--- src/hw/rtl/gmfw_pkg.sv ---
`timescale 1ns / 1ps

package gmfw_pkg;

	// Fixed field widths
	localparam int PIX_W     = 8;
	localparam int CFG_W     = 13;
	localparam int CFG_IDX_W = 2;
	localparam int COL_W     = 13;
	localparam int ROW_W     = 13;
	localparam int Q_W       = 26;	// linear stream position, pixels plus drain
	localparam int N_W       = 25;	// outputs given in this frame

	// Defaults and limits
	localparam int DEF_WINDOW    = 5;
	localparam int DEF_MAX_WIDTH = 4096;
	localparam int MAX_HEIGHT    = 4096;
	localparam int RST_WIDTH     = 640;
	localparam int RST_HEIGHT    = 480;

	// Register indexes
	localparam logic [CFG_IDX_W-1:0] REG_FRAME_WIDTH  = 2'd0;
	localparam logic [CFG_IDX_W-1:0] REG_FRAME_HEIGHT = 2'd1;

	typedef struct packed {
		logic [PIX_W-1:0] pixel_value;
		logic             flush;
	} pix_in_t;

	typedef struct packed {
		logic [PIX_W-1:0] max_value;
		logic             frame_end;
	} pix_out_t;

	// One step of the stream position, handed down the pipeline
	typedef struct packed {
		logic             emit;
		logic             frame_end;
		logic [PIX_W-1:0] pixel;
		logic [COL_W-1:0] col;
	} step_t;

	typedef struct packed {
		logic catch_up;
		logic cfg_pend;
	} ctrl_stat_t;

	function automatic logic [PIX_W-1:0] pix_max(input logic [PIX_W-1:0] a,
			input logic [PIX_W-1:0] b);
		return (a > b) ? a : b;
	endfunction

endpackage

--- src/hw/rtl/gmfw_ctrl.sv ---
`timescale 1ns / 1ps

module gmfw_ctrl #(
	parameter int WINDOW    = gmfw_pkg::DEF_WINDOW,
	parameter int MAX_WIDTH = gmfw_pkg::DEF_MAX_WIDTH
) (
	input  logic                             clk,
	input  logic                             arst_n,
	input  logic                             cfg_wr,
	input  logic [gmfw_pkg::CFG_IDX_W-1:0]   cfg_index,
	input  logic [gmfw_pkg::CFG_W-1:0]       cfg_data,
	input  logic                             in_valid,
	output logic                             in_ready,
	input  gmfw_pkg::pix_in_t                in_data,
	input  logic                             s1_free,
	output logic                             issue,
	output gmfw_pkg::step_t                  step,
	output logic [2*((WINDOW-1)/2):0]        row_mask,
	output logic [2*((WINDOW-1)/2):0]        col_mask,
	output gmfw_pkg::ctrl_stat_t             stat
);

	localparam int HALF = (WINDOW - 1) / 2;
	localparam int WIN  = 2 * HALF + 1;

	logic [gmfw_pkg::CFG_W-1:0] width_q, height_q, weff, heff;
	logic [gmfw_pkg::Q_W-1:0]   q_q, lag_q;
	logic [gmfw_pkg::N_W-1:0]   n_q, total_q;
	logic [gmfw_pkg::ROW_W-1:0] row_q;
	logic [gmfw_pkg::COL_W-1:0] col_q, ocol_q;
	logic                       catch_q, cfg_pend_q;
	logic                       acc, real_px, past_end, reach;
	logic [gmfw_pkg::COL_W:0]   col_nxt, ocol_nxt;

	// Clamp the frame size: zero acts as one, width to what the line store holds, height to MAX_HEIGHT
	always_comb begin
		priority if (width_q == '0) begin
			weff = gmfw_pkg::CFG_W'(1);
		end else if (32'(width_q) > MAX_WIDTH) begin
			weff = gmfw_pkg::CFG_W'(MAX_WIDTH);
		end else begin
			weff = width_q;
		end
		priority if (height_q == '0) begin
			heff = gmfw_pkg::CFG_W'(1);
		end else if (32'(height_q) > gmfw_pkg::MAX_HEIGHT) begin
			heff = gmfw_pkg::CFG_W'(gmfw_pkg::MAX_HEIGHT);
		end else begin
			heff = height_q;
		end
	end

	// Frame size products, registered from the clamped frame size
	always_ff @(posedge clk) begin
		total_q <= gmfw_pkg::N_W'(weff) * gmfw_pkg::N_W'(heff);
		lag_q   <= gmfw_pkg::Q_W'(HALF) * gmfw_pkg::Q_W'(weff) + gmfw_pkg::Q_W'(HALF);
	end

	// Step issue
	assign in_ready = s1_free && !cfg_pend_q && !catch_q;
	assign acc      = in_valid && in_ready;
	assign past_end = (row_q >= heff);
	assign real_px  = !in_data.flush && !past_end;
	assign reach    = (q_q >= lag_q);
	assign issue    = (acc && (real_px || past_end)) || (catch_q && s1_free);

	assign step.emit      = reach;
	assign step.frame_end = reach && ((n_q + gmfw_pkg::N_W'(1)) == total_q);
	assign step.pixel     = (acc && real_px) ? in_data.pixel_value : '0;
	assign step.col       = col_q;

	assign stat.catch_up = catch_q;
	assign stat.cfg_pend = cfg_pend_q;

	assign col_nxt  = {1'b0, col_q} + (gmfw_pkg::COL_W+1)'(1);
	assign ocol_nxt = {1'b0, ocol_q} + (gmfw_pkg::COL_W+1)'(1);

	// Row mask for the column entering now, column mask for the output centered now
	always_comb begin
		logic [gmfw_pkg::COL_W:0] oc_ext;
		oc_ext = {1'b0, ocol_q} + (gmfw_pkg::COL_W+1)'(HALF);
		for (int i = 0; i < WIN; i++) begin
			row_mask[i] = ({1'b0, row_q} >= (gmfw_pkg::ROW_W+1)'(i))
				&& ({1'b0, row_q} < ({1'b0, heff} + (gmfw_pkg::ROW_W+1)'(i)));
			col_mask[i] = (oc_ext >= (gmfw_pkg::COL_W+1)'(i))
				&& (oc_ext < ({1'b0, weff} + (gmfw_pkg::COL_W+1)'(i)));
		end
	end

	// Registers and position counters
	always_ff @(posedge clk or negedge arst_n) begin
		if (!arst_n) begin
			width_q    <= gmfw_pkg::CFG_W'(gmfw_pkg::RST_WIDTH);
			height_q   <= gmfw_pkg::CFG_W'(gmfw_pkg::RST_HEIGHT);
			q_q        <= '0;
			n_q        <= '0;
			row_q      <= '0;
			col_q      <= '0;
			ocol_q     <= '0;
			catch_q    <= 1'b0;
			cfg_pend_q <= 1'b1;
		end else if (cfg_wr) begin
			unique case (cfg_index)
				gmfw_pkg::REG_FRAME_WIDTH:  width_q  <= cfg_data;
				gmfw_pkg::REG_FRAME_HEIGHT: height_q <= cfg_data;
				default: ;
			endcase
			if (cfg_index == gmfw_pkg::REG_FRAME_WIDTH
					|| cfg_index == gmfw_pkg::REG_FRAME_HEIGHT) begin
				q_q     <= '0;
				n_q     <= '0;
				row_q   <= '0;
				col_q   <= '0;
				ocol_q  <= '0;
				catch_q <= 1'b0;
			end
			cfg_pend_q <= 1'b1;
		end else begin
			cfg_pend_q <= 1'b0;
			if (issue) begin
				if (step.frame_end) begin
					q_q     <= '0;
					n_q     <= '0;
					row_q   <= '0;
					col_q   <= '0;
					ocol_q  <= '0;
					catch_q <= 1'b0;
				end else begin
					q_q <= q_q + gmfw_pkg::Q_W'(1);
					if (col_nxt == {1'b0, weff}) begin
						col_q <= '0;
						row_q <= row_q + gmfw_pkg::ROW_W'(1);
					end else begin
						col_q <= col_nxt[gmfw_pkg::COL_W-1:0];
					end
					if (reach) begin
						n_q    <= n_q + gmfw_pkg::N_W'(1);
						ocol_q <= (ocol_nxt == {1'b0, weff}) ? '0
							: ocol_nxt[gmfw_pkg::COL_W-1:0];
					end
					// small frames: walk the position up to the first output
					catch_q <= !reach && (catch_q || past_end);
				end
			end
		end
	end

endmodule

--- config.mk ---
export PLATFORM = sky130hd
export DESIGN_NAME = gmfw_ctrl
export DESIGN_NICKNAME = d
export VERILOG_FILES = /design/src/hw/rtl/gmfw_pkg.sv /design/src/hw/rtl/gmfw_ctrl.sv
export SDC_FILE = /design/constraint.sdc
export NUM_CORES = 1
export LEC_CHECK = 0
export BUFFER_PORTS_ARGS = -buffer_cell sky130_fd_sc_hd__buf_2
export CAP_MARGIN = 10
export CORE_UTILIZATION = 25
export CTS_CLUSTER_SIZE = 20
export DETAILED_ROUTE_END_ITERATION = 12
export GPL_ROUTABILITY_DRIVEN = 0
export SLEW_MARGIN = 20
export SYNTH_ARGS = -nofsm -noshare
export SYNTH_HDL_FRONTEND = slang
export SYNTH_SLANG_ARGS = --single-unit
--- constraint.sdc ---
create_clock -name clk -period 8.2 [get_ports clk]
set_clock_uncertainty 0.2 [all_clocks]
set_input_delay 0.82 -clock clk [delete_from_list [all_inputs] [get_ports clk]]
set_output_delay 0.82 -clock clk [all_outputs]
set_load 0.05 [all_outputs]
==> qor.json <==
{
  "synthesis.instances": {"value": 2247},
  "place.detailed.hpwl": {"value": 42000, "unit": "microns"},
  "netlist_area": {"value": 0.0187, "unit": "sq mm"},
  "critical_path.slowest_cell": {"value": "sky130_fd_sc_hd__dfrtp_1"},
  "ys_dominant_reg_cell": {"value": "sky130_fd_sc_hd__dfrtp_1"},
  "power.density": {"value": 217, "unit": "mW/mm^2"},
  "synth_xor_area_share": {"value": 7.83, "unit": "%"},
  "tns": {"value": 0, "unit": "ps"},
  "post-cts-setup-buffer-count": {"value": 0},
  "path_max_fanout": {"value": 13},
  "main_combinational_cell_family_by_area_after_synthesis": {"value": "adder cells"},
  "period_share": {"value": 89.4, "unit": "%"},
  "multiplexer_share_of_the_synthesized_area": {"value": 2.82, "unit": "%"},
  "finalCoreUtilization": {"value": 28.2, "unit": "%"},
  "largest_net_degree_at_the_start_of_global_routing": {"value": 73},
  "cts_hold_repair.buffers": {"value": 0},
  "startpoint_type": {"value": "flip-flop"},
  "design.die.area": {"value": 0.0758, "unit": "sq mm"},
  "cp.arrival": {"value": 7510, "unit": "ps"},
  "initial_utilization": {"value": 25.4, "unit": "%"},
  "area_growth_syn_to_layout": {"value": 11.1, "unit": "%"},
  "die_height": {"value": 275, "unit": "microns"},
  "post_cts_resize_count": {"value": 0},
  "hold_slack": {"value": 194, "unit": "ps"},
  "n_fill_cell": {"value": 7847},
  "yosys.cell_count.top_type": {"value": "sky130_fd_sc_hd__inv_1"},
  "cpPeakStageDelay": {"value": 550, "unit": "ps"},
  "grt_antenna_before_repair": {"value": 3},
  "worstReg2RegStart": {"value": "height_q[12]$_DFFE_PN0P_"},
  "synth.top_cell.area_share": {"value": 15.5, "unit": "%"},
  "design.final.nets": {"value": 2648},
  "power.switching": {"value": 2080, "unit": "uW"},
  "drt_first_pass_iters": {"value": 5},
  "setup_ws": {"value": 872, "unit": "ps"},
  "p_comb_share": {"value": 58.6, "unit": "%"},
  "layout-drive-gt1-share": {"value": 8.86, "unit": "%"},
  "antenna-diode-count": {"value": 0},
  "ys_async_sr_fraction": {"value": 75.2, "unit": "%"},
  "global_route_wire_length_before_repair": {"value": 88300, "unit": "microns"},
  "design.core.area": {"value": 0.0735, "unit": "sq mm"},
  "grt.overflow.total": {"value": 0},
  "synth_compound_gate_area_share": {"value": 13.4, "unit": "%"},
  "clk_root_buffer_cell": {"value": "sky130_fd_sc_hd__clkbuf_16"},
  "global_route_met1_usage": {"value": 19.6, "unit": "%"},
  "tritoncts.num_buffers": {"value": 17},
  "cts-htree-levels": {"value": 4},
  "power.switching_fraction": {"value": 46.4, "unit": "%"},
  "outcome": {"value": "complete, no violations"},
  "finalHoldViolCount": {"value": 0},
  "track_usage": {"value": 14.8, "unit": "%"},
  "max-slew-margin-rel": {"value": 32.9, "unit": "%"},
  "pre_cts_slack": {"value": 796, "unit": "ps"},
  "timing.critical_path.mode_cell": {"value": "sky130_fd_sc_hd__fa_1"},
  "p_seq_share": {"value": 22.9, "unit": "%"},
  "worst_slew_pin_slew": {"value": 998, "unit": "ps"},
  "average_vias_per_placed_instance": {"value": 4.94},
  "busiest_layer": {"value": "met2"},
  "numPortBuffers": {"value": 65},
  "synth-seq-area-share": {"value": 20.0, "unit": "%"},
  "yosys.area_share.simple": {"value": 19.4, "unit": "%"},
  "wl_per_cell": {"value": 16.7, "unit": "microns"},
  "clk_transition_reported_paths": {"value": 70, "unit": "ps"},
  "achievable-frequency": {"value": 136, "unit": "MHz"},
  "post_synth_fa_ha_maj_area_fraction": {"value": 28.3, "unit": "%"},
  "dpl.cell_count": {"value": 3208},
  "irDropWorstVdd": {"value": 0.000151, "unit": "V"},
  "use_met3": {"value": 2.24, "unit": "%"},
  "synth_cell_types": {"value": 75},
  "synth_area_leaders": {"value": "sky130_fd_sc_hd__ha_1, sky130_fd_sc_hd__dfrtp_1, sky130_fd_sc_hd__fa_1"},
  "detailedRoute.firstIterationViolations": {"value": 1127},
  "ys.warnings.count": {"value": 0},
  "ys_ff_latch": {"value": 157},
  "post-route-drc-count": {"value": 0},
  "cts-root-to-sink-buffers": {"value": 2},
  "p_int": {"value": 2410, "unit": "uW"},
  "groute.layer.met2.usage": {"value": 24.7, "unit": "%"},
  "synth_top_cell_by_area": {"value": "sky130_fd_sc_hd__ha_1"},
  "antenna_violating_nets_post_route": {"value": 0},
  "top_post_synthesis_cells_by_count": {"value": "sky130_fd_sc_hd__inv_1, sky130_fd_sc_hd__ha_1, sky130_fd_sc_hd__nor2_1, sky130_fd_sc_hd__nand2_1, sky130_fd_sc_hd__xnor2_1"},
  "timing.setup.critical_path_class": {"value": "reg -> reg"},
  "maxCapViolCount": {"value": 0},
  "worstSkewPairLatency": {"value": 460, "unit": "ps"},
  "detailroute.via_count": {"value": 16000},
  "synth_area_per_cell": {"value": 8.31, "unit": "sq um"},
  "synth-edff-count": {"value": 0},
  "total_wire_length_after_detailed_routing": {"value": 54100, "unit": "microns"},
  "rows": {"value": 99},
  "top_ports": {"value": 66},
  "finalMaxSlewViolations": {"value": 0},
  "worstSetupEndpointType": {"value": "flip-flop"},
  "power.share.clock": {"value": 18.5, "unit": "%"},
  "timing.final.setup_violations": {"value": 0},
  "rsz_0062_raised_after_global_routing": {"value": "false"},
  "reg2reg_depth": {"value": 23},
  "r2r_slack": {"value": 870, "unit": "ps"},
  "cts.sinks": {"value": 157},
  "timing.critical_path.cells": {"value": "buf_4, nor2b_1, clkinv_1, nor2_1, fa_1, inv_1, fa_1, inv_1, fa_1, fa_1, inv_1, fa_1, inv_1, ha_1, o21a_1, o21ai_0, nor3_1, a211oi_1, o21ai_0, o41ai_2, o2111ai_1, a21oi_1, xnor2_1"},
  "leakagePower": {"value": 0.00963, "unit": "uW"},
  "fp.dieW": {"value": 275, "unit": "microns"},
  "final_cell_count_no_fill": {"value": 3240},
  "period_minus_slack": {"value": 7330, "unit": "ps"},
  "hold_class": {"value": "in -> async"},
  "worst-endpoint-required": {"value": 8380, "unit": "ps"},
  "first_global_vias": {"value": 15900},
  "cts_tree": {"value": "done"},
  "reg2reg_to": {"value": "total_q[24]$_DFF_P_"}
}
-- cell usage in the layout (no fill, tap or decap), drive strengths merged, types with 42 or more instances in the layout --
cell	count
dfrtp	111
nand2	194
xor2	44
inv	284
o21ai	93
buf	112
ha	231
a21oi	75
nor3	52
nor2	225
nor2b	42
fa	120
nand4	44
nand3	53
xnor2	123
-- layout make-up --
type / count / area [sq um] / share of cell area [%]
well taps: 959 / 1200 / 5.78
inverters: 285 / 1070 / 5.16
flip-flops and latches: 157 / 3740 / 18.0
repair buffers: 112 / 681 / 3.28
multi-input cells: 1695 / 13500 / 64.9
clock buffers: 17 / 425 / 2.05
clock inverters: 15 / 175 / 0.844
-- metal layers --
layer  vias to the layer above  routed length [microns]
li1                       7656                        -
met1                      7798                    24100
met2                       496                    25700
met3                        62                     3100
met4                         0                     1170
met5                         -                        0
-- worst max-delay path, delay by kind of cell (launching register included) --
family	cells	cell delay, ps
xor gates and xnor gates	1	130
DFF	1	550
AOI/OAI and AO/OA	7	2030
buffers and inverters	6	960
and+or+nand+nor	3	790
adders and majority gates	6	2570
-- worst max path at each step --
stage                                   from                   to  slack, ps  depth (start not counted)
CTS                 height_q[12]$_DFFE_PN0P_  total_q[24]$_DFF_P_        710                         23
global placement    height_q[12]$_DFFE_PN0P_  total_q[24]$_DFF_P_        990                         23
global route        height_q[12]$_DFFE_PN0P_  total_q[24]$_DFF_P_        190                         23
finish              height_q[12]$_DFFE_PN0P_  total_q[24]$_DFF_P_        870                         23
detailed placement  height_q[12]$_DFFE_PN0P_  total_q[24]$_DFF_P_        800                         23
floorplan            width_q[12]$_DFFE_PN0P_          col_mask[1]       1380                         18
-- metrics by stage --
stage	power (uW)	cell area [sq um]
after floorplan	2990	18700
after global placement	3660	20100
after detailed placement	3670	20100
after CTS	4530	20700
after global routing	4990	20700
final	4490	20700
-- flip-flops by register name, summed over array words and instances, names as in the netlist --
| register | flops |
|---|---|
| lag_q | 14 |
| row_q | 13 |
| width_q | 13 |
| ocol_q | 13 |
| catch_q | 1 |
| height_q | 13 |
| total_q | 25 |
| n_q | 25 |
| cfg_pend_q | 1 |
| col_q | 13 |
| q_q | 26 |
-- cells by family (layout without fill, tap and decap cells) --
logic type,count (synthesis),after routing
compound gates,370,370
xor+xnor,167,167
buf+inv,398,429
simple gates,753,753
fa+ha+maj,351,351
mux,49,49
other cells,2,5
flops,157,157
-- power by group through the flow --
| stage | logic (uW) | registers (uW) | clock network (uW) |
|---|---|---|---|
| 4_1_cts | 2650 | 1030 | 851 |
| 3_3_place_gp | 2620 | 1040 | 0 |
| 5_1_grt | 3070 | 1040 | 880 |
| 3_5_place_dp | 2630 | 1040 | 0 |
| 6_report | 2630 | 1030 | 832 |
| 2_1_floorplan | 1990 | 998 | 0 |
Power figures use the tool's default switching activity.
