File: config.mk
export PLATFORM = sky130hd
export DESIGN_NAME = gmfw_win_max
export DESIGN_NICKNAME = d
export VERILOG_FILES = /design/src/hw/rtl/gmfw_pkg.sv /design/src/hw/rtl/gmfw_win_max.sv
export SDC_FILE = /design/constraint.sdc
export NUM_CORES = 1
export LEC_CHECK = 0
export BUFFER_PORTS_ARGS = -buffer_cell sky130_fd_sc_hd__buf_4
export CORE_MARGIN = 2
export CORE_UTILIZATION = 45
export DETAILED_ROUTE_END_ITERATION = 10
export HOLD_SLACK_MARGIN = 0.03
export PLACE_DENSITY = 0.68
export RECOVER_POWER = 100
export SLEW_MARGIN = 10
export SYNTH_ARGS = -nofsm -noshare
export SYNTH_HDL_FRONTEND = slang
export SYNTH_SLANG_ARGS = --single-unit
File: constraint.sdc
create_clock -name clk -period 6.65 [get_ports clk]
set_input_delay 0 -clock clk [delete_from_list [all_inputs] [get_ports clk]]
set_output_delay 0 -clock clk [all_outputs]
set_load 0.02 [all_outputs]
File: src/hw/rtl/gmfw_pkg.sv
`timescale 1ns / 1ps

package gmfw_pkg;

	// Fixed field widths
	localparam int PIX_W     = 8;
	localparam int CFG_W     = 13;
	localparam int CFG_IDX_W = 2;
	localparam int COL_W     = 13;
	localparam int ROW_W     = 13;
	localparam int Q_W       = 26;	// linear stream position, pixels plus drain
	localparam int N_W       = 25;	// outputs given in this frame

	// Defaults and limits
	localparam int DEF_WINDOW    = 5;
	localparam int DEF_MAX_WIDTH = 4096;
	localparam int MAX_HEIGHT    = 4096;
	localparam int RST_WIDTH     = 640;
	localparam int RST_HEIGHT    = 480;

	// Register indexes
	localparam logic [CFG_IDX_W-1:0] REG_FRAME_WIDTH  = 2'd0;
	localparam logic [CFG_IDX_W-1:0] REG_FRAME_HEIGHT = 2'd1;

	typedef struct packed {
		logic [PIX_W-1:0] pixel_value;
		logic             flush;
	} pix_in_t;

	typedef struct packed {
		logic [PIX_W-1:0] max_value;
		logic             frame_end;
	} pix_out_t;

	// One step of the stream position, handed down the pipeline
	typedef struct packed {
		logic             emit;
		logic             frame_end;
		logic [PIX_W-1:0] pixel;
		logic [COL_W-1:0] col;
	} step_t;

	typedef struct packed {
		logic catch_up;
		logic cfg_pend;
	} ctrl_stat_t;

	function automatic logic [PIX_W-1:0] pix_max(input logic [PIX_W-1:0] a,
			input logic [PIX_W-1:0] b);
		return (a > b) ? a : b;
	endfunction

endpackage

File: src/hw/rtl/gmfw_win_max.sv
`timescale 1ns / 1ps

module gmfw_win_max #(
	parameter int WINDOW = gmfw_pkg::DEF_WINDOW
) (
	input  logic                          clk,
	input  logic                          arst_n,
	input  logic                          vld_s1,
	input  gmfw_pkg::step_t               step_s1,
	input  logic [2*((WINDOW-1)/2):0]     cmask_s1,
	input  logic [gmfw_pkg::PIX_W-1:0]    col_max,
	output logic                          s2_free,
	output logic                          out_valid,
	input  logic                          out_ready,
	output gmfw_pkg::pix_out_t            out_data
);

	localparam int HALF     = (WINDOW - 1) / 2;
	localparam int WIN      = 2 * HALF + 1;
	localparam int WIN_REGS = (WIN > 1) ? WIN - 1 : 1;

	logic                       vld_s2, emit_s2, fe_s2, en2, take;
	logic [gmfw_pkg::PIX_W-1:0] cmax_s2, best;
	logic [WIN-1:0]             cmask_s2;
	logic [gmfw_pkg::PIX_W-1:0] win_q [0:WIN_REGS-1];
	logic                       out_valid_q;
	gmfw_pkg::pix_out_t         out_q;

	assign en2     = vld_s2 && (!out_valid_q || out_ready);
	assign s2_free = !vld_s2 || en2;
	assign take    = vld_s1 && s2_free;

	assign out_valid = out_valid_q;
	assign out_data  = out_q;

	// Window maximum: newest column plus the held ones, columns outside the frame dropped
	always_comb begin
		best = cmask_s2[0] ? cmax_s2 : '0;
		for (int k = 1; k < WIN; k++) begin
			if (cmask_s2[k]) begin
				best = gmfw_pkg::pix_max(best, win_q[k-1]);
			end
		end
	end

	// Stage 2 and column window
	always_ff @(posedge clk) begin
		if (take) begin
			cmax_s2  <= col_max;
			cmask_s2 <= cmask_s1;
			emit_s2  <= step_s1.emit;
			fe_s2    <= step_s1.frame_end;
		end
		if (en2) begin
			win_q[0] <= cmax_s2;
			for (int k = 1; k < WIN_REGS; k++) begin
				win_q[k] <= win_q[k-1];
			end
			if (emit_s2) begin
				out_q.max_value <= best;
				out_q.frame_end <= fe_s2;
			end
		end
	end

	// Stage 2 valid and output register
	always_ff @(posedge clk or negedge arst_n) begin
		if (!arst_n) begin
			vld_s2      <= 1'b0;
			out_valid_q <= 1'b0;
		end else begin
			if (take) begin
				vld_s2 <= 1'b1;
			end else if (en2) begin
				vld_s2 <= 1'b0;
			end
			if (en2 && emit_s2) begin
				out_valid_q <= 1'b1;
			end else if (out_ready) begin
				out_valid_q <= 1'b0;
			end
		end
	end

endmodule

==> results by group, run 1 <==
Logic synthesis
  • FF+latch count, synth: 58
  • Syn nets: around 340
  • Most used DFF post-synth: edfxtp_1
  • Post-synthesis sequential area ratio: between 50 and 60%
  • Leading post-synthesis cells by cell area: edfxtp_1 51%, ha_1 12%, inv_1 4.4%
  • Mean Syn Cell Area: 12.20 µm²
  • Post-Syn Instances: between 200 and 300
  • Share of the synthesized area in the top cell type: 50.66%
  • YS warnings: 0
  • Netlist Area Pre-Place: about 3300 µm²
  • Fraction of registers with async set/reset: about 3.4%
  • Synth area leader: edfxtp_1
  • Cell variety after synth: 51
  • Post-synth EDFFs: 56

Placement
  • Count of input and output buffers: 29
  • GPL Wtd Cong: approximately 0.86
  • Hpwl dp: roughly 4800 µm

Routing
  • Via count: about 2500
  • 1st-pass router iterations: 4
  • Vias/cell: between 5 and 6
  • Number of routed nets with antenna violations: 0
  • DR WL/cell: roughly 15 µm
  • Residual DRC: 0
  • Initial DRC count: a little under 200
  • DRT Wirelength: 7178 µm

Status
  • Outcome: finished with violations
  • Failing checks: max-capacitance violations, max-slew violations

Worst setup path
  • Data arrival time of the critical path: between 6 and 7 ns
  • Crit end category: flip-flop
  • Crit-path slowest cell: edfxtp_1
  • Setup CP Type: reg2reg
  • Cell mode on critical path: ha_1
  • Crit path max fanout: 11
  • Worst path required time: a little under 7 ns
  • Max stage delay on crit path: about 0.50 ns
  • Setup crit start kind: flip-flop

Hold path
  • Worst Hold Class: in2reg

Power and ir drop
  • Clock share of power: 26.9%
  • Power Dens Cells: 313.5 nW/µm²
  • Leak: a little under 2 nW
  • Sw frac: between 30% and 40%
  • Logic gate share of total power: between 40% and 50%
  • Sequential power share: roughly a third
  • Peak supply drop: 0.1598 mV
  • P_int: approximately 0.98 mW
  • Net switching power: 0.4605 mW

Final layout
  • Most frequent cells in the layout: 56 x edfxtp_1, 38 x inv_1, 36 x buf_4, 25 x ha_1, 20 x dlygate4sd3_1
  • Diode count: 0
  • Area Overhead vs Synth: 38.71%
  • Share of layout cells above drive strength 1: a little over a third
  • Final Net Count: about 440
  • Most common cell after layout, fill and taps aside: edfxtp_1

CTS
  • Number of buffers created by CTS: 9
  • Sink Count: 58
  • CTS tree: yes
  • Worst skew pair latency: 0.34 ns
  • CTS HTree Levels: 3
  • Worst-path clk slew: roughly 0.060 ns
  • CTS root buffer: clkbuf_8
  • CTS max path bufs: 2

Timing
  • Minimum clock period: roughly 6.6 ns
  • Max-slew violations: 34
  • Worst Max-Slew Pin Slew: approximately 1.9 ns
  • Max Clock Freq: ~150 MHz
  • Setup-failing EPs final: 0
  • Setup TNS: 0 ns
  • Hold Slack: ~0.4 ns
  • Unrepaired setup endpoints after global routing: true
  • Skew final: between 0.003 and 0.004 ns
  • Crit share post-route: ~100%
  • Normalized max-slew margin: -24.56%
  • Final Hold Fails: 0

Global route
  • Vias in the first global route: between 2000 and 2500
  • First-pass GRT wire length: between 10000 and 15000 µm
  • GRT Resource Usage Total: around 17%
  • Initial antenna violation count: 0
  • Total grt overflow: 0
  • Largest net degree at the start of global routing: 34

Die
  • Chip Width: about 90 µm
  • DIE AREA: roughly 8100 µm²
  • Row count: 31
  • Core Box Area: 7214 µm²
  • Io pins: 51
  • Initial Utilization: a little under half
  • Die height: 89.89 µm

Job
  • Max Cap Viol: 1
==> critical path, delay by kind of cell, from the launching register on <==
kind                     cells  cell delay (ns)
AO/OA/AOI/OAI               13             2.67
AND/OR/NAND/NOR              9             1.28
adder cells (fa/ha/maj)      4             1.14
flip-flops                   1             0.50
multiplexers                 1             0.39
buffers and inverters        2             0.37
==> layer usage <==
layer / vias to the layer above / track usage (%) / routed length [µm]
li1: 1222 / - / -
met1: 1180 / 21.26 / 2993
met2: 67 / 29.36 / 3710
met3: 14 / 4.610 / 312
met4: 0 / 7.179 / 161
met5: - / 0 / 0
==> worst paths after layout <==
check	slack [ns]	to	cells after the start	from
max	0.04	out_data[6]$_DFFE_PP_	29	cmask_s2[0]$_DFFE_PP_
min	0.39	cmax_s2[6]$_DFFE_PP_	2	col_max[6]
max reg2reg	0.04	out_data[6]$_DFFE_PP_	29	cmask_s2[0]$_DFFE_PP_
min reg2reg	0.42	out_data[0]$_DFFE_PP_	0	fe_s2$_DFFE_PP_
max in group asynchronous	5.95	out_valid$_DFFE_PN0P_	3	arst_n
min in group asynchronous	0.56	vld_s2$_DFFE_PN0P_	3	arst_n
==> what timing repair did <==
| item | in CTS | in global routing |
|---|---|---|
| hold buffers | 20 | 0 |
| buffers inserted | 1 | 15 |
| endpoints found under the hold margin | 19 | 0 |
| pin swaps | 3 | 41 |
| setup endpoints to repair | 8 | 8 |
| resized for setup | 2 | 41 |
| cloned | 1 | 0 |
==> power by group through the flow <==
| stage | logic (mW) | clock network [mW] | registers [mW] |
|---|---|---|---|
| floorplan | 0.336 | 0 | 0.492 |
| global placement | 0.467 | 0 | 0.483 |
| detailed placement | 0.480 | 0 | 0.484 |
| CTS | 0.500 | 0.394 | 0.476 |
| global route | 0.630 | 0.411 | 0.483 |
| finish | 0.578 | 0.388 | 0.478 |
==> cell type report <==
class                   instances  area [µm²]
repair buffers                 89       691.9
clock inverters                 6       105.1
clock buffers                  10       127.6
flip-flops and latches         58        1732
fillers                       585        2610
well taps                      99       123.9
multi-input cells             172        1678
inverters                      39       146.4
==> cell families after synthesis <==
| family | after synthesis | share of synthesized area (%) |
|---|---|---|
| simple gates | 66 | 11.61 |
| buf+inv | 43 | 5.390 |
| flops | 58 | 52.17 |
| compound gates | 65 | 16.32 |
| fa+ha+maj | 32 | 12.06 |
| mux | 8 | 2.450 |
==> metrics by stage <==
| step | setup slack, ns | instances | utilization, % | instance area [µm²] | power (mW) |
|---|---|---|---|---|---|
| floorplan | -0.2075 | 272 | - | 3401 | 0.8282 |
| global placement | 0.01841 | 420 | 53.73 | 3876 | 0.9498 |
| detailed placement | -0.08160 | 420 | 53.73 | 3876 | 0.9647 |
| CTS | 0.009330 | 458 | 60.08 | 4334 | 1.371 |
| global route | -0.2878 | 473 | 63.82 | 4604 | 1.523 |
| finish | 0.04015 | 473 | 63.82 | 4604 | 1.443 |
==> Yosys cell counts, types with 2 or more instances <==
library cell  count
edfxtp_1         56
nand3_1           3
a211o_2           2
and3_1            2
ha_1             32
nor2_1           12
a21o_1            2
nand2_1          16
o21a_1            8
o21ai_0           7
nand4_1           5
dfrtp_1           2
inv_1            39
clkbuf_1          2
nand2b_1          2
a221oi_2          5
nand3b_1          3
mux2i_1           7
a221oi_1          2
and2_1            9
o21ai_2           2
a22oi_1           8
nor2_2            2
o311ai_0          4
nor2b_1           3
o21ai_1           2
a21oi_1          11
==> registers in the layout (all words and copies together), names as in the netlist <==
signal / cells
out_data: 9
out_valid: 1
win_q: 32
cmask_s2: 5
cmax_s2: 8
fe_s2: 1
emit_s2: 1
vld_s2: 1
Power figures use the tool's default switching activity.
==> inputs of run 2 (changes only) <==
==> constraint.sdc (replaced) <==
create_clock -name clk -period 6.65 [get_ports clk]
set_input_delay 0 -clock clk [delete_from_list [all_inputs] [get_ports clk]]
set_output_delay 0 -clock clk [all_outputs]
set_load 0.005 [all_outputs]
==> results by group, run 2 (synthesis gave the netlist of run 1 again) <==
Die
  • DIE AREA: 8079 µm² (unchanged)
  • Core Box Area: 7214 µm² (unchanged)
  • Die height: 89.89 µm (unchanged)
  • Initial Utilization: 46.01% (unchanged)
  • Chip Width: 89.89 µm (unchanged)
  • Io pins: 51 (unchanged)
  • Row count: 31 (unchanged)

Routing
  • Number of routed nets with antenna violations: 0 (unchanged)
  • Via count: 2480 (-0.12%)
  • DRT Wirelength: 7157 µm (-0.29%)
  • Residual DRC: 0 (unchanged)
  • DR WL/cell: 15.13 µm (-0.29%)
  • Vias/cell: 5.243 (-0.12%)
  • 1st-pass router iterations: 4 (unchanged)
  • Initial DRC count: 197 (unchanged)

Placement
  • Count of input and output buffers: 29 (unchanged)
  • GPL Wtd Cong: 0.8625 (unchanged)
  • Hpwl dp: 4847 µm (unchanged)
  • DP Area: 3876 µm² (unchanged)
  • Dpl ws: -0.08160 ns (unchanged)

Timing
  • Skew final: 0.003401 ns (-0.000003440 ns)
  • Final WS setup: 0.04034 ns (+0.0001816 ns)
  • Setup-failing EPs final: 0 (unchanged)
  • Max Clock Freq: 151.3 MHz (about the same)
  • Normalized max-slew margin: -24.48% (+0.075 points)
  • Worst Max-Slew Pin Slew: 1.867 ns (-0.001127 ns)
  • Hold Slack: 0.3885 ns (+0.000008000 ns)
  • Setup TNS: 0 ns (unchanged)
  • Final Hold Fails: 0 (unchanged)
  • Unrepaired setup endpoints after global routing: true
  • Minimum clock period: 6.610 ns (-0.0001816 ns)
  • Max-slew violations: 34 (unchanged)
  • Crit share post-route: 99.39% (about the same)

Hold path
  • WHS Path Cells: 2 (unchanged)
  • Worst Hold Class: in2reg
  • Hold_sp: col_max[6]
  • Worst hold endpoint: cmax_s2[6]$_DFFE_PP_

Power and ir drop
  • Total power: 1.438 mW (-0.38%)
  • Leak: 1.968 nW (+1.9%)
  • Power Dens Cells: 309.5 nW/µm² (-1.3%)
  • Peak supply drop: 0.1598 mV (about the same)

Final layout
  • Most frequent cells in the layout: 56 x edfxtp_1, 38 x inv_1, 36 x buf_4, 27 x clkbuf_4, 25 x ha_1
  • Max reg flops: 32 (unchanged)
  • Most flop-heavy register: win_q
  • Diode count: 0 (unchanged)
  • Final Net Count: 441 (unchanged)
  • Area Overhead vs Synth: 39.95%
  • Share of layout cells above drive strength 1: 39.04% (+2.9 points)
  • Final Cell Area: 4646 µm² (+0.90%)
  • Most common cell after layout, fill and taps aside: edfxtp_1
  • Filler instances: 569 (-2.7%)

Worst setup path
  • Crit-path slowest cell: edfxtp_1
  • Worst path required time: 6.74 ns (about the same)
  • Data arrival time of the critical path: 6.70 ns (about the same)
  • Cell mode on critical path: ha_1
  • Setup crit start kind: flip-flop
  • Worst reg2reg path endpoint: out_data[6]$_DFFE_PP_
  • Max stage delay on crit path: 0.50 ns (about the same)
  • Reg2reg path depth: 29 (unchanged)
  • Reg2Reg Setup Slack: 0.04 ns (about the same)
  • Crit end category: flip-flop
  • FF-to-FF Start: cmask_s2[0]$_DFFE_PP_
  • Setup CP Type: reg2reg
  • Delay-heaviest family, CP: compound AO/OA/AOI/OAI gates
  • Crit path max fanout: 11 (unchanged)
  • WP buf/inv: 2 (unchanged)

CTS
  • Worst-path clk slew: 0.06 ns (about the same)
  • Sink Count: 58 (unchanged)
  • CTS root buffer: clkbuf_8
  • CTS max path bufs: 2 (unchanged)
  • CTS tree: yes
  • Number of buffers created by CTS: 9 (unchanged)
  • Worst skew pair latency: 0.34 ns (about the same)
  • CTS HTree Levels: 3 (unchanged)

Job
  • Max Cap Viol: 1 (unchanged)

Global route
  • First-pass GRT wire length: 10990 µm (unchanged)
  • Total grt overflow: 0 (unchanged)
  • Vias in the first global route: 2410 (unchanged)
  • Largest net degree at the start of global routing: 34 (unchanged)
  • GRT Resource Usage Total: 17.40% (unchanged)
  • Initial antenna violation count: 0 (unchanged)

Status
  • Outcome: finished with violations
  • Failing checks: max-capacitance violations, max-slew violations
-- run 2: layer usage --
layer / vias up / part of all wire [%] / wire length, µm / global-route usage (%)
li1: 1222 / - / - / -
met2: 63 / 52 / 3712 / 29.36
met3: 14 / 4.1 / 292 / 4.610
met1: 1181 / 42 / 2990 / 21.26
met5: - / 0 / 0 / 0
met4: 0 / 2.2 / 161 / 7.179
-- run 2: area by class of cell --
type                            count  area [µm²]  share of cell area, %
Sequential cell                    58        1732                  37.27
Multi-Input combinational cell    172        1678                  36.12
Timing Repair Buffer               89       733.2                  15.78
Inverter                           39       146.4                  3.151
Clock buffer                       10       127.6                  2.747
Tap cell                           99       123.9                  2.666
Clock inverter                      6       105.1                  2.262
-- run 2: how the worst max path moves through the flow --
stage	start	endpoint	depth (start not counted)
after floorplan	cmask_s2[0]$_DFFE_PP_	out_data[2]$_DFFE_PP_	29
after global placement	cmask_s2[0]$_DFFE_PP_	out_data[4]$_DFFE_PP_	29
after detailed placement	cmask_s2[0]$_DFFE_PP_	out_data[1]$_DFFE_PP_	28
after CTS	cmask_s2[0]$_DFFE_PP_	out_data[1]$_DFFE_PP_	29
after global routing	cmask_s2[0]$_DFFE_PP_	out_data[6]$_DFFE_PP_	30
final	cmask_s2[0]$_DFFE_PP_	out_data[6]$_DFFE_PP_	29
-- run 2: what timing repair did --
action                                 4_1_cts  5_1_grt
cloned                                       1        0
endpoints found under the hold margin       19        0
gates resized for setup                      2       41
pin swaps                                    3       41
hold buffers                                20        0
setup endpoints to repair                    8        8
setup buffers                                1       15
-- run 2: report_power, final --
part           leakage, nW  switching (mW)  internal [mW]
clock                0.120           0.141          0.247
sequential           0.564          0.0208          0.457
combinational         1.28           0.286          0.286
total                 1.97           0.448          0.990
-- run 2: per-stage QoR --
stage / util (%) / std cells
6_report: 64.39 / 473
5_1_grt: 64.39 / 473
2_1_floorplan: - / 272
3_5_place_dp: 53.73 / 420
4_1_cts: 60.08 / 458
3_3_place_gp: 53.73 / 420
-- run 2: worst reg2reg max path: cells and delay by family, from the launching register on --
| family | cells | cell delay (ns) |
|---|---|---|
| AO/OA/AOI/OAI | 13 | 2.67 |
| AND/OR/NAND/NOR | 9 | 1.28 |
| adder cells (fa/ha/maj) | 4 | 1.14 |
| flip-flops | 1 | 0.50 |
| multiplexers | 1 | 0.39 |
| buffers and inverters | 2 | 0.37 |
